===== src/hdl/dtc_pkg.sv =====
// ----------------------------------------------------------------------------
// dtc_pkg
// Shared types and constants for the decision tree classify unit.
// ----------------------------------------------------------------------------
package dtc_pkg;

  localparam int MAX_DEPTH    = 8;
  localparam int MAX_FEATURES = 16;
  localparam int MAX_CLASSES  = 8;
  localparam int NODE_COUNT   = (1 << MAX_DEPTH) - 1;
  localparam int PROB_DEPTH   = NODE_COUNT * MAX_CLASSES;

  localparam int NODE_W  = 8;
  localparam int FEAT_W  = 4;
  localparam int CLASS_W = 3;
  localparam int LEVEL_W = 3;
  localparam int VAL_W   = 16;
  localparam int SCORE_W = 24;
  localparam int PADDR_W = 3;

  localparam logic [SCORE_W-1:0] SCORE_MAX = {SCORE_W{1'b1}};

  // op codes
  localparam logic [2:0] OP_NODE     = 3'd0;
  localparam logic [2:0] OP_FEATURE  = 3'd1;
  localparam logic [2:0] OP_PROB     = 3'd2;
  localparam logic [2:0] OP_CLASSIFY = 3'd3;
  localparam logic [2:0] OP_CLEAR    = 3'd4;

  // register indexes
  localparam logic REG_DEPTH   = 1'b0;
  localparam logic REG_CLASSES = 1'b1;

  typedef struct packed {
    logic                    leaf;
    logic [FEAT_W-1:0]       feat;
    logic signed [VAL_W-1:0] thr;
  } node_t;

  // effective (clamped) configuration
  typedef struct packed {
    logic [3:0]         depth;
    logic [CLASS_W-1:0] cls_last;
  } cfg_t;

  typedef struct packed {
    logic accept;
    logic walk_start;
    logic walk_step;
    logic issue;
  } dp_cmd_t;

  typedef struct packed {
    logic walk_done;
    logic last_issue;
  } dp_status_t;

endpackage


===== src/hdl/dtc_ctrl.sv =====
// ----------------------------------------------------------------------------
// dtc_ctrl
// Sequencer: tree walk, one probability read per class, final drain.
// ----------------------------------------------------------------------------
module dtc_ctrl import dtc_pkg::*; (
  input  logic       clk,
  input  logic       rst,
  input  logic       start,
  input  logic [2:0] op,
  input  dp_status_t status,
  output dp_cmd_t    cmd,
  output logic       busy
);

  localparam logic [1:0] S_IDLE  = 2'd0;
  localparam logic [1:0] S_WALK  = 2'd1;
  localparam logic [1:0] S_PROB  = 2'd2;
  localparam logic [1:0] S_DRAIN = 2'd3;

  logic [1:0] state;
  logic [1:0] state_next;

  assign busy = (state != S_IDLE);

  always_comb begin
    cmd            = '0;
    state_next     = state;
    cmd.accept     = start && (state == S_IDLE);
    case (state)
      S_IDLE: begin
        if (start && op == OP_CLASSIFY) begin
          cmd.walk_start = 1'b1;
          state_next     = S_WALK;
        end
      end
      S_WALK: begin
        if (status.walk_done)
          state_next = S_PROB;
        else
          cmd.walk_step = 1'b1;
      end
      S_PROB: begin
        cmd.issue = 1'b1;
        if (status.last_issue)
          state_next = S_DRAIN;
      end
      S_DRAIN: begin
        state_next = S_IDLE;
      end
      default: state_next = S_IDLE;
    endcase
  end

  always_ff @(posedge clk) begin
    if (rst)
      state <= S_IDLE;
    else
      state <= state_next;
  end

endmodule


===== config.mk =====
export PLATFORM = sky130hd
export DESIGN_NAME = dtc_ctrl
export DESIGN_NICKNAME = d
export VERILOG_FILES = /design/src/hdl/dtc_pkg.sv /design/src/hdl/dtc_ctrl.sv
export SDC_FILE = /design/constraint.sdc
export NUM_CORES = 1
export LEC_CHECK = 0
export BUFFER_PORTS_ARGS = -buffer_cell sky130_fd_sc_hd__buf_4
export CORE_AREA = 2 2 39 41
export DETAILED_ROUTE_END_ITERATION = 8
export DIE_AREA = 0 0 41 43
export SYNTH_ARGS = -nofsm -noshare
export SYNTH_HDL_FRONTEND = slang
export SYNTH_SLANG_ARGS = --single-unit

===== constraint.sdc =====
create_clock -name clk -period 1.6 [get_ports clk]
set_input_delay 0.32 -clock clk [delete_from_list [all_inputs] [get_ports clk]]
set_output_delay 0.32 -clock clk [all_outputs]
set_load 0.02 [all_outputs]

# ---- After elaboration in Yosys (flattened, before gate mapping)
# Cells that the tools add are included.
dict set report classes {
  reduce_logical 5
  eq_ne 7
  mux 9
}
# operator n
set ops {}
lappend ops {{case mux 2 bit (4 select lines)} 1}
lappend ops {{2-to-1 mux 2 bit} 3}
lappend ops {{2-to-1 mux 1 bit} 5}
lappend ops {{== test 2 bit (second input constant)} 2}
lappend ops {{!= test 2 bit (second input constant)} 2}
lappend ops {{== test 3 x 2 -> 1 bit (second input constant)} 1}
lappend ops {{AND reduction 3 bit} 1}
lappend ops {{== test 2 x 1 -> 1 bit (second input constant)} 1}
lappend ops {{logical AND 1 bit} 2}
lappend ops {{logical NOT 2 bit} 1}
lappend ops {{!= test 2 x 1 -> 1 bit (second input constant)} 1}
lappend ops {{nonzero test 2 bit} 1}
dict set report totals {
  in_bits 8
  word_cells 22
  register_bits 2
  output_inout_bits 5
}

# ---- Longest topological paths before layout
# Gate-level depths: netlist (run 1).
dict set report logic_depth {
  word_depth 4
  ltp_mapped 5
  depth_no_buf 5
}

# ---- Least setup slack after synthesis (run 1)
# Ideal clock, no wire load.
dict set report synth_timing {
  kind {flip-flop to flip-flop}
  startpoint {reg state[1]}
  endpoint {reg state[0]}
  required_ps 1514
  synth_period_minus_slack_ps 1351
  stages_incl_launch_ff 6
  t_arrival_ps 1266
  path_slack_ps 249
  setup_ps 86
  n_path_buf 0
  cell_sequence {dfxtp_1 > inv_1 > ha_1 > nor2b_1 > a221o_1 > a211oi_1}
}
dict set report synth_via {
  elab_chain_len 3
  word_cells_on_any_way 9
  cone_classes {eq/ne (6); mux (1); reduce/logical (2)}
}
# element line
set synth_lines {}
lappend synth_lines {{from (decl)} dtc_ctrl.sv:20} ;# logic [1:0] state;
lappend synth_lines {{from (signal assigned)} dtc_ctrl.sv:58} ;# state <= state_next;
lappend synth_lines {{== test 2 x 1 -> 1 bit, or another cell as far along} dtc_ctrl.sv:29} ;# case (state)
lappend synth_lines {{!= test 2 bit (no line) or != test 2 x 1 -> 1 bit (tied branches)} --}
lappend synth_lines {{AND reduction 3 bit (no line)} --}
# Several ways; a longest one is shown, not always the timed one.
# A chain may end at the register's enable or synchronous reset.

==> results of run 1 <==
## cell usage in the layout (no fill, tap or decap), types with 2 or more instances in the layout
master	synthesis	routed
buf_4	0	12
clkbuf_4	0	3
ha_1	4	4
inv_1	4	4
nand2b_1	2	2
## kinds of logic (layout without fill, tap and decap cells)
| kind of cell | count (synthesis) | in the layout | share of synthesized area [%] |
|---|---|---|---|
| flip-flops | 2 | 2 | 20.5 |
| buffers and inverters | 4 | 19 | 7.69 |
| AO/OA/AOI/OAI | 3 | 3 | 13.5 |
| multiplexers | 1 | 1 | 5.13 |
| AND/OR/NAND/NOR | 6 | 6 | 27.6 |
| adder cells (fa/ha/maj) | 4 | 4 | 25.6 |
## per-layer routing
metal | part of all wire, % | track usage (%) | wire, um
met5 | 0 | 0 | 0
met4 | 0 | 6.00 | 0
met3 | 14 | 6.28 | 56
met2 | 45 | 7.19 | 178
met1 | 40 | 5.75 | 158
## worst max-delay path, stage by stage, from the launching register on
cell     delay [ns]
dfxtp_1        0.32
inv_1          0.08
ha_1           0.24
and2_2         0.20
buf_4          0.15
## path summary, 6_finish.rpt
check	end	slack, ns
hold / removal	state[0]	0.26
setup reg to reg	state[0]	0.25
hold reg to reg	state[1]	0.49
setup / recovery	cmd[3]	0.07
## power by group
part | total [mW] | leakage, nW | switching, mW | internal, mW
Sequential | 0.0801 | 0.0168 | 0.0102 | 0.0698
Combinational | 0.278 | 0.143 | 0.150 | 0.129
Clock | 0.113 | 0.0138 | 0.0303 | 0.0829
Total | 0.472 | 0.174 | 0.190 | 0.281
## cell type report
cell class	count	area share, %
tap	16	6.08
inverter	4	4.56
timing repair buffer	12	27.4
multi-input combinational	14	42.6
sequential	2	12.5
clock buffer	3	6.84
## through the flow
stage | power, mW | utilization [%] | worst slack, ns | hold WS (ns)
2_1_floorplan | 0.261 | - | 0.249 | 0.393
3_3_place_gp | 0.355 | 22.1 | 0.267 | 0.483
3_5_place_dp | 0.360 | 22.1 | 0.211 | 0.494
4_1_cts | 0.483 | 23.7 | 0.0441 | 0.248
5_1_grt | 0.520 | 23.8 | 0.00379 | 0.251
6_report | 0.472 | 23.8 | 0.0655 | 0.261
## timing repair
| action | CTS | global route |
|---|---|---|
| endpoints found under the setup margin | 0 | 1 |
| hold buffers | 0 | 0 |
| buffers inserted | 0 | 0 |
| gates resized for setup | 0 | 1 |
==> impl_metrics.yaml, run 1 <==
critical_path:
  r2r-start: "state[1]"
  crit_type: "reg -> out"
  endpoint_kind: "output port"
  path_max_fanout: 4
  arrival_ns: 1.21
  required_ns: 1.28
  crit_start: "state[0]"
  crit_path_start_kind: "flip-flop"
  ff2ff_path_depth: 5
sta:
  min_period_over_period_pct: 95.9
  rsz0062_at_grt: "no"
  slew_violations: 0
  max_slew_margin_pct: 71.6
  worst_pin_slew_ns: 0.415
  report.final.setup_viol: 0
  fin_tns_setup_ns: 0
  max_freq_mhz: 652
  hold_viol: 0
  fin_crit_ns: 1.53
  skew_ns: 0.00396
floorplanning:
  start_util_pct: 14.1
  core_area_um2: 1380
  row_count: 14
  die_w_um: 41
  io_pins: 13
  die_area_um2: 1760
  die_h_um: 43
yosys:
  synth_edf_count: 0
  synth_area_leader_cell: "ha_1"
  synth_nets: 32
  synth_top_cell_area_share_pct: 25.6
  yosysWarningCount: 0
  ys_ff_latch: 2
  synthCells: 20
  post_synth.cell_area_avg_um2: 9.76
  synth.distinct_cells: 12
  seq_area_frac_synth_pct: 20.5
  ys_top_cells_by_area: "ha_1 (26%), dfxtp_1 (21%), nand4b_4 (12%)"
  synth_area_um2: 195
  synth_flop_cell: "dfxtp_1"
  synth_common_cells: "ha_1 (4), inv_1 (4), dfxtp_1 (2), nand2b_1 (2)"
  synthArstFlopShare_pct: 0
cts:
  cts_buffer_depth: 2
  cts-buffers-inserted: 3
  tritoncts: "done"
  cts_root_buffer: "clkbuf_4"
  path_clk_slew_ns: 0.03
  cts.sinks: 2
  h-tree-depth: 1
  clkLatencyLatePin_ns: 0.23
pwr:
  leakage_nw: 0.174
  powerDensity_nw_per_um2: 1430
  vdd_drop_max_mv: 0.346
global_routing:
  antenna_found_initial: 0
  overflow: 0
  grt_util_all_layers_pct: 6.21
  grt_first_pass_wirelength_um: 627
  grt_pass1_vias: 171
  grt_max_degree: 5
place:
  dpl.hpwl_um: 334
  portBuffers: 12
  placed_cells: 48
  gp_congestion: 0.638
  place_area_um2: 305
detailed_routing:
  viasPerCell: 3.59
  ant_nets: 0
  drc: 0
  vias: 183
  first_pass_iters: 2
  avgRoutedWirePerCell_um: 7.71
  drtIter0Drc: 3
  wirelength_um: 393
cells_and_area:
  design_area_um2: 329
  layout-drive-gt1-share_pct: 51.4
  diodes: 0
  largest_register_ffs: 2
  top_register: "state"
  regArea_um2: 41.3
  syn_to_final_growth_pct: 68.6
  final_cells: 51
  fillers: 152
  nNetsFinal: 49
  reg_top3: "state (2)"
  multi_input_area_um2: 140
hold_path:
  whs_path_depth: 2
  min-delay-start: "rst"
  hold_class: "in -> reg"
run:
  drv_cap: 0
outcome:
  status: "finished clean"
No activity file was read; power rests on OpenSTA's default activity.
==> run 2: changes to the inputs <==
--- a/config.mk
+++ b/config.mk
@@ -9,6 +9,8 @@
 export CORE_AREA = 2 2 39 41
 export DETAILED_ROUTE_END_ITERATION = 8
 export DIE_AREA = 0 0 41 43
+export RECOVER_POWER = 25
+export SETUP_SLACK_MARGIN = 0.02
 export SYNTH_ARGS = -nofsm -noshare
 export SYNTH_HDL_FRONTEND = slang
 export SYNTH_SLANG_ARGS = --single-unit
==> impl_metrics.yaml, run 2 (synthesized netlist as in run 1, its figures left out) <==
cts:
  cts-buffers-inserted: 3
  cts.sinks: 2
  postCtsSetupBuffers: 0
  tritoncts: "done"
  clkLatencyLatePin_ns: 0.23
  path_clk_slew_ns: 0.03
  cts_buffer_depth: 2
  h-tree-depth: 1
  cts_root_buffer: "clkbuf_4"
place:
  dpl.hpwl_um: 334
  portBuffers: 12
  post-place-ws_ns: 0.211
  gp_congestion: 0.638
global_routing:
  grt_first_pass_wirelength_um: 627
  grt_util_all_layers_pct: 6.21
  overflow: 0
  grt_max_degree: 5
  antenna_found_initial: 0
  grt_pass1_vias: 171
floorplanning:
  die_area_um2: 1760
  io_pins: 13
  core_area_um2: 1380
  die_w_um: 41
  die_h_um: 43
  row_count: 14
  start_util_pct: 14.1
cells_and_area:
  final_core_util_pct: 24.0
  largest_register_ffs: 2
  top_register: "state"
  nNetsFinal: 49
  fillers: 150
  reg_top3: "state (2)"
  multi_input_area_um2: 143
  diodes: 0
  final_common_cell: "buf_4"
  layout-drive-gt1-share_pct: 54.3
  syn_to_final_growth_pct: 69.9
  regArea_um2: 41.3
  final_cell_mix: "buf_4 (12), inv_1 (4), ha_1 (3), clkbuf_4 (3), nand2b_1 (2)"
sta:
  fin_tns_setup_ns: 0
  hold_viol: 0
  rsz0062_at_grt: "no"
  worst_pin_slew_ns: 0.412
  slew_violations: 0
  skew_ns: 0.00457
  report.final.setup_viol: 0
  fin_crit_ns: 1.50
  setup_ws_ns: 0.0988
  max_freq_mhz: 666
  min_period_over_period_pct: 93.8
  max_slew_margin_pct: 71.8
hold_path:
  hold_class: "in -> reg"
  min-delay-start: "rst"
critical_path:
  required_ns: 1.28
  r2r-start: "state[1]"
  cp_top_family: "flip-flops"
  endpoint_kind: "output port"
  crit_start: "state[0]"
  crit_path_start_kind: "flip-flop"
  crit_type: "reg -> out"
  slowest_stage: "dfxtp_1"
  r2r_slack_ns: 0.24
  cp.buffers_inverters: 2
  critPathMaxStageDelay_ns: 0.32
  path_max_fanout: 4
  arrival_ns: 1.18
  path_cells: "inv_1 > ha_2 > and2_2 > buf_4"
detailed_routing:
  wirelength_um: 410
  drtIter0Drc: 5
  ant_nets: 0
  drc: 0
  viasPerCell: 3.65
  first_pass_iters: 4
  vias: 186
  avgRoutedWirePerCell_um: 8.04
run:
  drv_cap: 0
pwr:
  leakage_nw: 0.173
  vdd_drop_max_mv: 0.355
  powerDensity_nw_per_um2: 1450
outcome:
  status: "finished clean"
run 2: cell counts in the layout (fill, tap and decap cells not counted):
Identical to the previous run, type by type.
run 2: timing repair:
action / in CTS / in global routing
resized for setup: 0 / 2
hold endpoints to repair: 0 / 0
hold buffers: 0 / 0
endpoints found under the setup margin: 0 / 2
run 2: worst paths after layout:
| kind | to | cells after the start |
|---|---|---|
| setup / recovery | cmd[3] | 4 |
| hold / removal | state[0] | 2 |
| hold reg to reg | state[1] | 2 |
| setup reg to reg | state[0] | 5 |
run 2: area by class of cell:
type | instances | area share [%]
multi-input cells | 14 | 43.0
well taps | 16 | 6.04
clock buffers | 3 | 6.79
inverters | 4 | 4.53
flip-flops and latches | 2 | 12.5
repair buffers | 12 | 27.2
run 2: report_power, final:
group	total [mW]	internal (mW)	switching (mW)
Sequential	0.0804	0.0699	0.0105
Clock	0.114	0.0829	0.0307
Combinational	0.288	0.135	0.153
Total	0.482	0.287	0.195
run 2: per-stage QoR:
stage	hold slack, ns	cells	power, mW	instance area, um^2
floorplan	0.393	20	0.261	195
global placement	0.483	48	0.355	305
detailed placement	0.494	48	0.360	305
CTS	0.248	51	0.483	328
global route	0.251	51	0.525	332
finish	0.261	51	0.482	332
run 2: per-layer routing:
metal	vias up	part of all wire (%)	GRT usage, %
met5	-	0	0
met4	0	0	6.00
met3	0	14	6.28
met2	11	46	7.19
met1	76	40	5.75
li1	99	-	-
