===== src/hdl/dtc_pkg.sv =====
// ----------------------------------------------------------------------------
// dtc_pkg
// Shared types and constants for the decision tree classify unit.
// ----------------------------------------------------------------------------
package dtc_pkg;

  localparam int MAX_DEPTH    = 8;
  localparam int MAX_FEATURES = 16;
  localparam int MAX_CLASSES  = 8;
  localparam int NODE_COUNT   = (1 << MAX_DEPTH) - 1;
  localparam int PROB_DEPTH   = NODE_COUNT * MAX_CLASSES;

  localparam int NODE_W  = 8;
  localparam int FEAT_W  = 4;
  localparam int CLASS_W = 3;
  localparam int LEVEL_W = 3;
  localparam int VAL_W   = 16;
  localparam int SCORE_W = 24;
  localparam int PADDR_W = 3;

  localparam logic [SCORE_W-1:0] SCORE_MAX = {SCORE_W{1'b1}};

  // op codes
  localparam logic [2:0] OP_NODE     = 3'd0;
  localparam logic [2:0] OP_FEATURE  = 3'd1;
  localparam logic [2:0] OP_PROB     = 3'd2;
  localparam logic [2:0] OP_CLASSIFY = 3'd3;
  localparam logic [2:0] OP_CLEAR    = 3'd4;

  // register indexes
  localparam logic REG_DEPTH   = 1'b0;
  localparam logic REG_CLASSES = 1'b1;

  typedef struct packed {
    logic                    leaf;
    logic [FEAT_W-1:0]       feat;
    logic signed [VAL_W-1:0] thr;
  } node_t;

  // effective (clamped) configuration
  typedef struct packed {
    logic [3:0]         depth;
    logic [CLASS_W-1:0] cls_last;
  } cfg_t;

  typedef struct packed {
    logic accept;
    logic walk_start;
    logic walk_step;
    logic issue;
  } dp_cmd_t;

  typedef struct packed {
    logic walk_done;
    logic last_issue;
  } dp_status_t;

endpackage


===== src/hdl/dtc_regs.sv =====
// ----------------------------------------------------------------------------
// dtc_regs
// APB register file: tree depth and class count, with clamped outputs.
// ----------------------------------------------------------------------------
module dtc_regs import dtc_pkg::*; (
  input  logic               clk,
  input  logic               rst,
  input  logic               psel,
  input  logic               penable,
  input  logic               pwrite,
  input  logic [PADDR_W-1:0] paddr,
  input  logic [31:0]        pwdata,
  output logic [31:0]        prdata,
  output logic               pready,
  output cfg_t               cfg
);

  logic [3:0] depth_in_use;
  logic [3:0] class_count;
  logic       wr;

  assign pready = 1'b1;
  assign wr     = psel && penable && pwrite;

  always_ff @(posedge clk) begin
    if (rst) begin
      depth_in_use <= 4'd8;
      class_count  <= 4'd3;
    end else if (wr) begin
      case (paddr[2])
        REG_DEPTH:   depth_in_use <= pwdata[3:0];
        REG_CLASSES: class_count  <= pwdata[3:0];
        default: ;
      endcase
    end
  end

  always_comb begin
    case (paddr[2])
      REG_DEPTH:   prdata = {28'd0, depth_in_use};
      REG_CLASSES: prdata = {28'd0, class_count};
      default:     prdata = 32'd0;
    endcase
  end

  always_comb begin
    if (depth_in_use == 4'd0)
      cfg.depth = 4'd1;
    else if (depth_in_use > 4'(MAX_DEPTH))
      cfg.depth = 4'(MAX_DEPTH);
    else
      cfg.depth = depth_in_use;

    if (class_count == 4'd0)
      cfg.cls_last = '0;
    else if (class_count > 4'(MAX_CLASSES))
      cfg.cls_last = CLASS_W'(MAX_CLASSES - 1);
    else
      cfg.cls_last = CLASS_W'(class_count - 4'd1);
  end

endmodule


===== config.mk =====
export PLATFORM = sky130hd
export DESIGN_NAME = dtc_regs
export DESIGN_NICKNAME = d
export VERILOG_FILES = /design/src/hdl/dtc_pkg.sv /design/src/hdl/dtc_regs.sv
export SDC_FILE = /design/constraint.sdc
export NUM_CORES = 1
export LEC_CHECK = 0
export BUFFER_PORTS_ARGS = -buffer_cell sky130_fd_sc_hd__buf_2
export CORE_MARGIN = 4
export CORE_UTILIZATION = 36
export DETAILED_ROUTE_END_ITERATION = 8
export PLACE_DENSITY = 0.84
export SYNTH_ARGS = -nofsm -noshare
export SYNTH_HDL_FRONTEND = slang
export SYNTH_SLANG_ARGS = --single-unit

===== constraint.sdc =====
create_clock -name clk -period 1.8 [get_ports clk]
set_input_delay 0.27 -clock clk [delete_from_list [all_inputs] [get_ports clk]]
set_output_delay 0.27 -clock clk [all_outputs]
set_load 0.005 [all_outputs]

* Yosys cells after proc, flatten, opt, wreduce, memory -nomap -nowiden *
Index checks and enable logic that the tools add are counted.

storage, ports and cells
  bits of input ports = 40
  output and inout bits = 40
  bits in registers = 8
  logic and storage cells = 17

operators by class
  $lt $le $gt $ge = 2
  mux-type cells = 5
  bitwise logic cells = 1
  reductions and logical operators = 6
  add/subtract/negate cells = 1

operators with widths
  operator                                                             count
  32-bit one-hot mux with 2 select lines                               1
  4-bit greater-than comparator (second input constant)                2
  4-bit zero test                                                      2
  4-bit two-way mux                                                    2
  3-bit two-way mux                                                    2
  2-bit AND reduction                                                  2
  3-bit by 1-bit subtractor with 3-bit output (second input constant)  1
  1-bit logical AND                                                    2
  1-bit inverter                                                       1

* Longest topological paths before layout *
Gate-level depths: netlist (run 1).

  depth after elaboration = 3
  mapped depth = 4

* Worst setup path before layout (run 1) *
OpenSTA, ideal clock, no wires.

  path kind = reg2out
  start = reg class_count[0]
  end = out cfg[1] (netlist bit)
  setup slack = 0.536 ns
  stages on the path, launching flop included = 5
  required time = 1.530 ns
  arrival = 0.994 ns
  cells stage by stage = dfxtp_1 inv_1 ha_1 inv_1 maj3_1

RTL lines
  what                    RTL line        source
  from (decl)             dtc_regs.sv:19  logic [3:0] class_count;
  from (signal assigned)  dtc_regs.sv:32  REG_CLASSES: class_count <= pwdata[3:0];
  to (decl)               dtc_regs.sv:15  output cfg_t cfg

==> results.sh, run 1 <==
export IMPL_fp_dieW_um=52.7
export IMPL_hold_class="in -> reg"
export IMPL_drive_above_1_share_pct=28.4
export IMPL_cts_max_level=1
export IMPL_cts_made_buffers=3
export IMPL_crit_path_end_kind="output port"
export IMPL_p_per_area_nw_per_um2=531
export IMPL_synthArstFlopShare_pct=0
export IMPL_cts_tree="yes"
export IMPL_clock_latency_ps=250
export IMPL_critPathLaunchType="flip-flop"
export IMPL_drc=0
export IMPL_vias=502
export IMPL_fillers=186
export IMPL_ir_worst_vdd_mv=0.237
export IMPL_first_global_vias=414
export IMPL_crit_required_ps=1530
export IMPL_nets=145
export IMPL_dp_slack_ps=364
export IMPL_cp_max_fo=3
export IMPL_syn_inst=85
export IMPL_syn_to_final_growth_pct=1.91
export IMPL_synth_top_cell_area_share_pct=30.2
export IMPL_place_area_um2=712
export IMPL_arrival_ps=1440
export IMPL_finalCriticalPeriod_ps=1710
export IMPL_grt_remaining_overflow=0
export IMPL_fin_area_um2=734
export IMPL_cts_resized=0
export IMPL_fp_row_count=15
export IMPL_synthTopCellsByCount="buf_4 (29), nand2b_1 (10), dfxtp_1 (8), mux2i_1 (8), nor2_1 (7)"
export IMPL_cts_setup_buffers=0
export IMPL_ys_seq_elements=8
export IMPL_final_setup_viol_count=0
export IMPL_status="finished, final reports clean"
export IMPL_antenna_cells=0
export IMPL_crit_type="reg -> out"
export IMPL_syn_area_um2=721
export IMPL_regArea_um2=160
export IMPL_coreArea_um2=1800
export IMPL_die_y_um=52.7
export IMPL_grt_antenna_before_repair=0
export IMPL_port_buffers=20
export IMPL_via_per_inst=3.95
export IMPL_clkTransAtPathRegs_ps=50
export IMPL_synth_area_per_cell_um2=8.48
export IMPL_dp_cells=124
export IMPL_clockBufferDepth=2
export IMPL_cts_num_sinks=8
export IMPL_finalCritPeriodShare_pct=95.0
export IMPL_rsz0062_at_grt="no"
export IMPL_postRouteAntennaNets=0
export IMPL_root_buffer="clkbuf_4"
export IMPL_place_gp_congestion=0.731
export IMPL_multi_input_area_um2=405
export IMPL_grtUsageTotal_pct=8.81
export IMPL_leakage_nw=0.383
export IMPL_drv_cap=0
export IMPL_synth_top_cell_by_area="buf_4"
export IMPL_skew_ps=0
export IMPL_final_cell_count_no_fill=127
export IMPL_worst_slack_ps=90.0
export IMPL_ctsHoldBuffers=0
export IMPL_tns_ps=0
export IMPL_start_util_pct=40.0
export IMPL_yosysMostFrequentCell="buf_4"
export IMPL_firstDrtPassIters=4
export IMPL_io_pins=80
export IMPL_ys_seq_area_share_pct=22.2
export IMPL_ys_types=18
export IMPL_routed_wirelength_um=1290
export IMPL_yosys_most_used_dff="dfxtp_1"
export IMPL_fmax_ghz=0.585
export IMPL_post_dp_hpwl_um=1110
export IMPL_yosysWarnings=0
export IMPL_wl_per_cell_um=10.2
export IMPL_grt_pass1_wl_um=1770
export IMPL_ys_top_cells_by_area="buf_4 (30%), dfxtp_1 (22%), mux2i_1 (11%)"
export IMPL_drt_iter0_drc=10
export IMPL_grt_max_degree=16
export IMPL_dieArea_um2=2780
export IMPL_hold_viol=0
export IMPL_synth_edf_count=0
export IMPL_drv_slew=0
==> kinds of logic (layout without fill, tap and decap cells) <==
| logic type | after synthesis | after routing | share of synthesized area (%) |
|---|---|---|---|
| compound gates | 2 | 2 | 2.43 |
| fa+ha+maj | 3 | 3 | 4.51 |
| buf+inv | 37 | 27 | 35.6 |
| flops | 8 | 8 | 22.2 |
| mux | 12 | 12 | 17.4 |
| other cells | 2 | 29 | 1.04 |
| simple gates | 21 | 21 | 16.8 |
==> worst paths after layout <==
check	start	depth (start not counted)	endpoint	slack, ps
setup / recovery	class_count[0]	5	cfg[1]	90
hold / removal	pwdata[0]	3	class_count[0]	300
setup reg to reg	class_count[3]	2	class_count[3]	1110
hold reg to reg	depth_in_use[0]	2	depth_in_use[0]	490
==> flip-flops by register name, indices dropped and copies added, names as in the netlist <==
register	count
class_count	4
depth_in_use	4
==> critical path, cell delays in order (launching register included) <==
cell     delay, ps
dfxtp_1        350
inv_1           70
ha_1           270
inv_1           40
maj3_1         330
buf_2          140
==> power breakdown <==
| group | internal [mW] | switching [mW] | total, mW |
|---|---|---|---|
| clock | 0.0763 | 0.0603 | 0.137 |
| combinational | 0.0308 | 0.0379 | 0.0686 |
| sequential | 0.181 | 0.00391 | 0.185 |
==> cell type report <==
type,count,share of cell area [%]
clock buffers,3,3.07
inverters,4,2.04
multi-input cells,67,55.2
flip-flops and latches,8,21.8
well taps,25,4.26
repair buffers,20,13.6
==> stage by stage <==
step	power [mW]	util [%]	hold WS, ps
final	0.390	40.8	297
after global routing	0.411	40.8	321
after floorplan	0.278	-	425
after global placement	0.254	39.5	471
after detailed placement	0.257	39.5	483
after CTS	0.395	40.8	299
==> layout by cell type, fill, tap and decap left out <==
master and instances:
clkbuf_4 3, nor2_1 7, o21ba_2 1, nor2b_1 2, nand2b_1 10, conb_1 29
and4b_1 1, mux2_2 4, inv_1 4, ha_1 1, mux2i_1 8, dfxtp_1 8
maj3_1 2, and4_2 1, buf_2 20, a21o_1 1
==> layer usage <==
layer	part of all wire, %	GRT usage [%]	routed length (um)	vias to the layer above
li1	-	-	-	243
met2	46	14.0	588	35
met3	15	3.70	199	3
met1	37	9.66	484	221
met4	1.5	5.11	19	0
met5	0	0	0	-
(Power assumes the default switching activity.)
==> inputs of run 2 (changes only) <==
--- a/config.mk
+++ b/config.mk
@@ -5,7 +5,9 @@
 export SDC_FILE = /design/constraint.sdc
 export NUM_CORES = 1
 export LEC_CHECK = 0
+export ABC_CLOCK_PERIOD_IN_PS = 1800
 export BUFFER_PORTS_ARGS = -buffer_cell sky130_fd_sc_hd__buf_2
+export CORE_ASPECT_RATIO = 1.25
 export CORE_MARGIN = 4
 export CORE_UTILIZATION = 36
 export DETAILED_ROUTE_END_ITERATION = 8
==> results.sh, run 2 (synthesis results as in run 1) <==
export IMPL_status="finished, final reports clean"
export IMPL_clkTransAtPathRegs_ps=60
export IMPL_wl_per_cell_um=10.2
export IMPL_place_gp_congestion=0.790
export IMPL_utilization_pct=39.7
export IMPL_finalCriticalPeriod_ps=1680
export IMPL_power_mw=0.393
export IMPL_rsz0062_at_grt="no"
export IMPL_drv_slew=0
export IMPL_fp_row_count=17
export IMPL_fmax_ghz=0.594
export IMPL_cp_max_fo=3
export IMPL_whs_ps=288
export IMPL_p_per_area_nw_per_um2=541
export IMPL_ctsHoldBuffers=0
export IMPL_start_util_pct=39.4
export IMPL_post_dp_hpwl_um=1060
export IMPL_drt_iter0_drc=3
export IMPL_dp_cells=118
export IMPL_finalCritPeriodShare_pct=93.5
export IMPL_routed_wirelength_um=1240
export IMPL_cts_resized=0
export IMPL_cts_made_buffers=3
export IMPL_worst_slack_ps=116
export IMPL_clockBufferDepth=2
export IMPL_coreArea_um2=1830
export IMPL_grt_pass1_wl_um=1900
export IMPL_leakage_nw=0.383
export IMPL_final_cell_mix="conb_1 (29), buf_2 (20), nand2b_1 (10)"
export IMPL_grt_antenna_before_repair=0
export IMPL_cts_num_sinks=8
export IMPL_arrival_ps=1410
export IMPL_first_global_vias=463
export IMPL_vias=487
export IMPL_tns_ps=0
export IMPL_clock_latency_ps=260
export IMPL_mostFrequentLayoutCell="conb_1"
export IMPL_grt_max_degree=16
export IMPL_crit_type="reg -> out"
export IMPL_via_per_inst=4.02
export IMPL_critPathLaunchType="flip-flop"
export IMPL_final_setup_viol_count=0
export IMPL_postRouteAntennaNets=0
export IMPL_place_area_um2=704
export IMPL_top_regs="class_count: 4 flops, depth_in_use: 4 flops"
export IMPL_grt_remaining_overflow=0
export IMPL_drv_cap=0
export IMPL_dp_slack_ps=379
export IMPL_io_pins=80
export IMPL_fin_area_um2=727
export IMPL_ir_worst_vdd_mv=0.257
export IMPL_crit_path_end_kind="output port"
export IMPL_crit_required_ps=1530
export IMPL_hold_class="in -> reg"
export IMPL_drc=0
export IMPL_drive_above_1_share_pct=28.4
export IMPL_antenna_cells=0
export IMPL_final_cell_count_no_fill=121
export IMPL_root_buffer="clkbuf_4"
export IMPL_skew_ps=0
export IMPL_die_y_um=58.0
export IMPL_cts_max_level=1
export IMPL_firstDrtPassIters=3
export IMPL_hold_viol=0
export IMPL_grtUsageTotal_pct=9.85
export IMPL_syn_to_final_growth_pct=0.868
export IMPL_nets=145
export IMPL_cts_tree="yes"
export IMPL_fp_dieW_um=48.0
export IMPL_port_buffers=20
export IMPL_cts_setup_buffers=0
export IMPL_dieArea_um2=2790
-- run 2: cell counts in the layout (fill, tap and decap cells not counted) --
Identical to the previous run, type by type.
-- run 2: critical path, cell delays in order (launching register included) --
cell	delay [ps]
dfxtp_1	350
inv_1	70
ha_1	270
inv_1	40
maj3_1	310
buf_2	130
-- run 2: per-layer routing --
layer / global-route usage (%) / routed length, um / part of all wire (%)
met2: 14.7 / 571 / 46
met5: 0 / 0 / 0
met4: 6.15 / 22 / 1.8
met3: 4.35 / 193 / 16
met1: 10.9 / 453 / 37
-- run 2: layout make-up --
class | count | area, um^2
Multi-Input combinational cell | 67 | 405
Clock buffer | 3 | 22.5
Sequential cell | 8 | 160
Timing Repair Buffer | 20 | 100
Tap cell | 19 | 23.8
Inverter | 4 | 15.0
Fill cell | 206 | 1100
-- run 2: path summary, 6_finish.rpt --
path,from,endpoint,depth (start not counted),slack [ps]
hold / removal,pwdata[3],class_count[3],3,290
setup reg to reg,class_count[2],class_count[2],2,1120
setup / recovery,class_count[0],cfg[1],5,120
hold reg to reg,depth_in_use[0],depth_in_use[0],2,490
-- run 2: report_power, final --
part / leakage, nW / total, mW / switching (mW) / internal, mW
registers: 0.0649 / 0.185 / 0.00385 / 0.181
logic: 0.305 / 0.0679 / 0.0372 / 0.0307
clock network: 0.0138 / 0.140 / 0.0639 / 0.0765
total: 0.383 / 0.393 / 0.105 / 0.288
==> inputs of run 3 (changes only) <==
--- a/config.mk
+++ b/config.mk
@@ -7,11 +7,13 @@
 export LEC_CHECK = 0
 export ABC_CLOCK_PERIOD_IN_PS = 1800
 export BUFFER_PORTS_ARGS = -buffer_cell sky130_fd_sc_hd__buf_2
+export CELL_PAD_IN_SITES_DETAIL_PLACEMENT = 1
+export CELL_PAD_IN_SITES_GLOBAL_PLACEMENT = 1
 export CORE_ASPECT_RATIO = 1.25
 export CORE_MARGIN = 4
-export CORE_UTILIZATION = 36
+export CORE_UTILIZATION = 23
 export DETAILED_ROUTE_END_ITERATION = 8
-export PLACE_DENSITY = 0.84
+export PLACE_DENSITY_LB_ADDON = 0.1
 export SYNTH_ARGS = -nofsm -noshare
 export SYNTH_HDL_FRONTEND = slang
 export SYNTH_SLANG_ARGS = --single-unit
==> results.sh, run 3 (synthesis results as in run 1) <==
export IMPL_hold_class="in -> reg"
export IMPL_postRouteAntennaNets=0
export IMPL_top_regs="class_count: 4 flops, depth_in_use: 4 flops"
export IMPL_grt_max_degree=16
export IMPL_dieArea_um2=4100
export IMPL_crit_type="reg -> out"
export IMPL_vias=511
export IMPL_grt_remaining_overflow=0
export IMPL_swShare_pct=27.0
export IMPL_status="finished, final reports clean"
export IMPL_fin_area_um2=748
export IMPL_critPathTopFamily="adder cells"
export IMPL_port_buffers=20
export IMPL_crit_path_end_kind="output port"
export IMPL_grtUsageMet3_pct=1.64
export IMPL_ir_worst_vdd_mv=0.192
export IMPL_cts_tree="yes"
export IMPL_first_global_vias=496
export IMPL_drc=0
export IMPL_slowest_stage="dfxtp_1"
export IMPL_min_path_cells=3
export IMPL_grt_antenna_before_repair=0
export IMPL_fillers=381
export IMPL_cts_num_sinks=8
export IMPL_r2r_cells=2
export IMPL_finalCriticalPeriod_ps=1700
export IMPL_critPathLaunchType="flip-flop"
export IMPL_rsz0062_at_grt="no"
export IMPL_leakage_nw=0.383
export IMPL_routed_wirelength_um=1490
export IMPL_cts_made_buffers=3
export IMPL_firstDrtPassIters=2
export IMPL_final_cell_mix="conb_1 (29), buf_2 (20), nand2b_1 (10)"
export IMPL_p_comb_share_pct=17.7
export IMPL_coreArea_um2=2970
export IMPL_cts_max_level=1
export IMPL_internal_power_mw=0.288
export IMPL_hold_end="depth_in_use[1]"
export IMPL_drt_iter0_drc=1
export IMPL_post_dp_hpwl_um=1280
export IMPL_clockPowerShare_pct=35.4
export IMPL_hold_viol=0
export IMPL_power_switching_mw=0.106
export IMPL_grtUsageTotal_pct=7.11
export IMPL_drive_above_1_share_pct=28.4
export IMPL_p_per_area_nw_per_um2=528
export IMPL_critPathMaxStageDelay_ps=360
export IMPL_final_cell_count_no_fill=138
export IMPL_final_setup_viol_count=0
export IMPL_fp_dieW_um=58.1
export IMPL_top_usage_layer="met2"
export IMPL_ctsHoldBuffers=0
export IMPL_reg2reg_to="depth_in_use[3]"
export IMPL_clock_latency_ps=250
export IMPL_cts_resized=0
export IMPL_place_gp_congestion=0.649
export IMPL_p_seq_share_pct=46.9
export IMPL_drv_slew=0
export IMPL_hp_start="pwdata[1]"
export IMPL_root_buffer="clkbuf_4"
export IMPL_cp_cell_sequence="inv_1, ha_1, inv_1, maj3_1, buf_2"
export IMPL_start_util_pct=24.2
export IMPL_fmax_ghz=0.588
export IMPL_cp_buffers_inverters=3
export IMPL_antenna_cells=0
export IMPL_fp_row_count=22
export IMPL_clkTransAtPathRegs_ps=60
export IMPL_cts_setup_buffers=0
export IMPL_syn_to_final_growth_pct=3.82
export IMPL_grt_pass1_wl_um=2220
export IMPL_nets=145
export IMPL_dp_cells=135
export IMPL_io_pins=80
export IMPL_crit_path_frequent_cell="inv_1"
export IMPL_crit_required_ps=1530
export IMPL_skew_ps=0
export IMPL_use_met1_pct=7.51
export IMPL_via_per_inst=3.70
export IMPL_globalRouteMet2Util_pct=11.9
export IMPL_drv_cap=0
export IMPL_utilization_pct=25.2
export IMPL_cp_max_fo=3
export IMPL_wl_per_cell_um=10.8
export IMPL_arrival_ps=1430
export IMPL_reg2reg_from="depth_in_use[3]"
export IMPL_tns_ps=0
export IMPL_die_y_um=70.6
export IMPL_place_area_um2=726
export IMPL_finalCritPeriodShare_pct=94.5
export IMPL_r2r_slack_ps=1120
export IMPL_clockBufferDepth=2
export IMPL_mostFrequentLayoutCell="conb_1"
run 3: how the worst max path moves through the flow:
stage,start,endpoint,cells after the start
final,class_count[0],cfg[1],5
after global routing,class_count[0],cfg[1],5
after CTS,class_count[0],cfg[1],5
after detailed placement,class_count[0],cfg[1],5
after global placement,class_count[0],cfg[1],5
after floorplan,class_count[0],cfg[1],4
run 3: worst register-to-register path, stage by stage (launching register included):
cell     delay (ps)
dfxtp_1         420
nor2_1           80
mux2i_1         120
run 3: through the flow:
stage | hold slack (ps) | setup slack [ps] | power, mW
after floorplan | 425 | 536 | 0.278
after global placement | 480 | 363 | 0.258
after detailed placement | 488 | 354 | 0.259
after CTS | 294 | 73.0 | 0.402
after global routing | 299 | 15.9 | 0.425
final | 294 | 98.2 | 0.395
run 3: routing by layer:
layer | part of all wire (%) | vias to the layer above | wire length (um)
met5 | 0 | - | 0
met4 | 1.4 | 0 | 21
met3 | 11 | 2 | 162
met2 | 52 | 27 | 765
met1 | 36 | 234 | 536
li1 | - | 248 | -
run 3: power groups by stage:
| stage | sequential [mW] | combinational (mW) | clock [mW] |
|---|---|---|---|
| CTS | 0.185 | 0.0698 | 0.147 |
| detailed placement | 0.189 | 0.0696 | 0 |
| finish | 0.185 | 0.0697 | 0.140 |
| global placement | 0.189 | 0.0686 | 0 |
| global route | 0.186 | 0.0799 | 0.159 |
| floorplan | 0.188 | 0.0902 | 0 |
run 3: final cells by class:
cell class	instances	area (um^2)	share of cell area, %
Sequential cell	8	160	21.4
Inverter	4	15.0	2.01
Timing Repair Buffer	20	100	13.4
Multi-Input combinational cell	67	405	54.2
Tap cell	36	45.0	6.02
Clock buffer	3	22.5	3.01
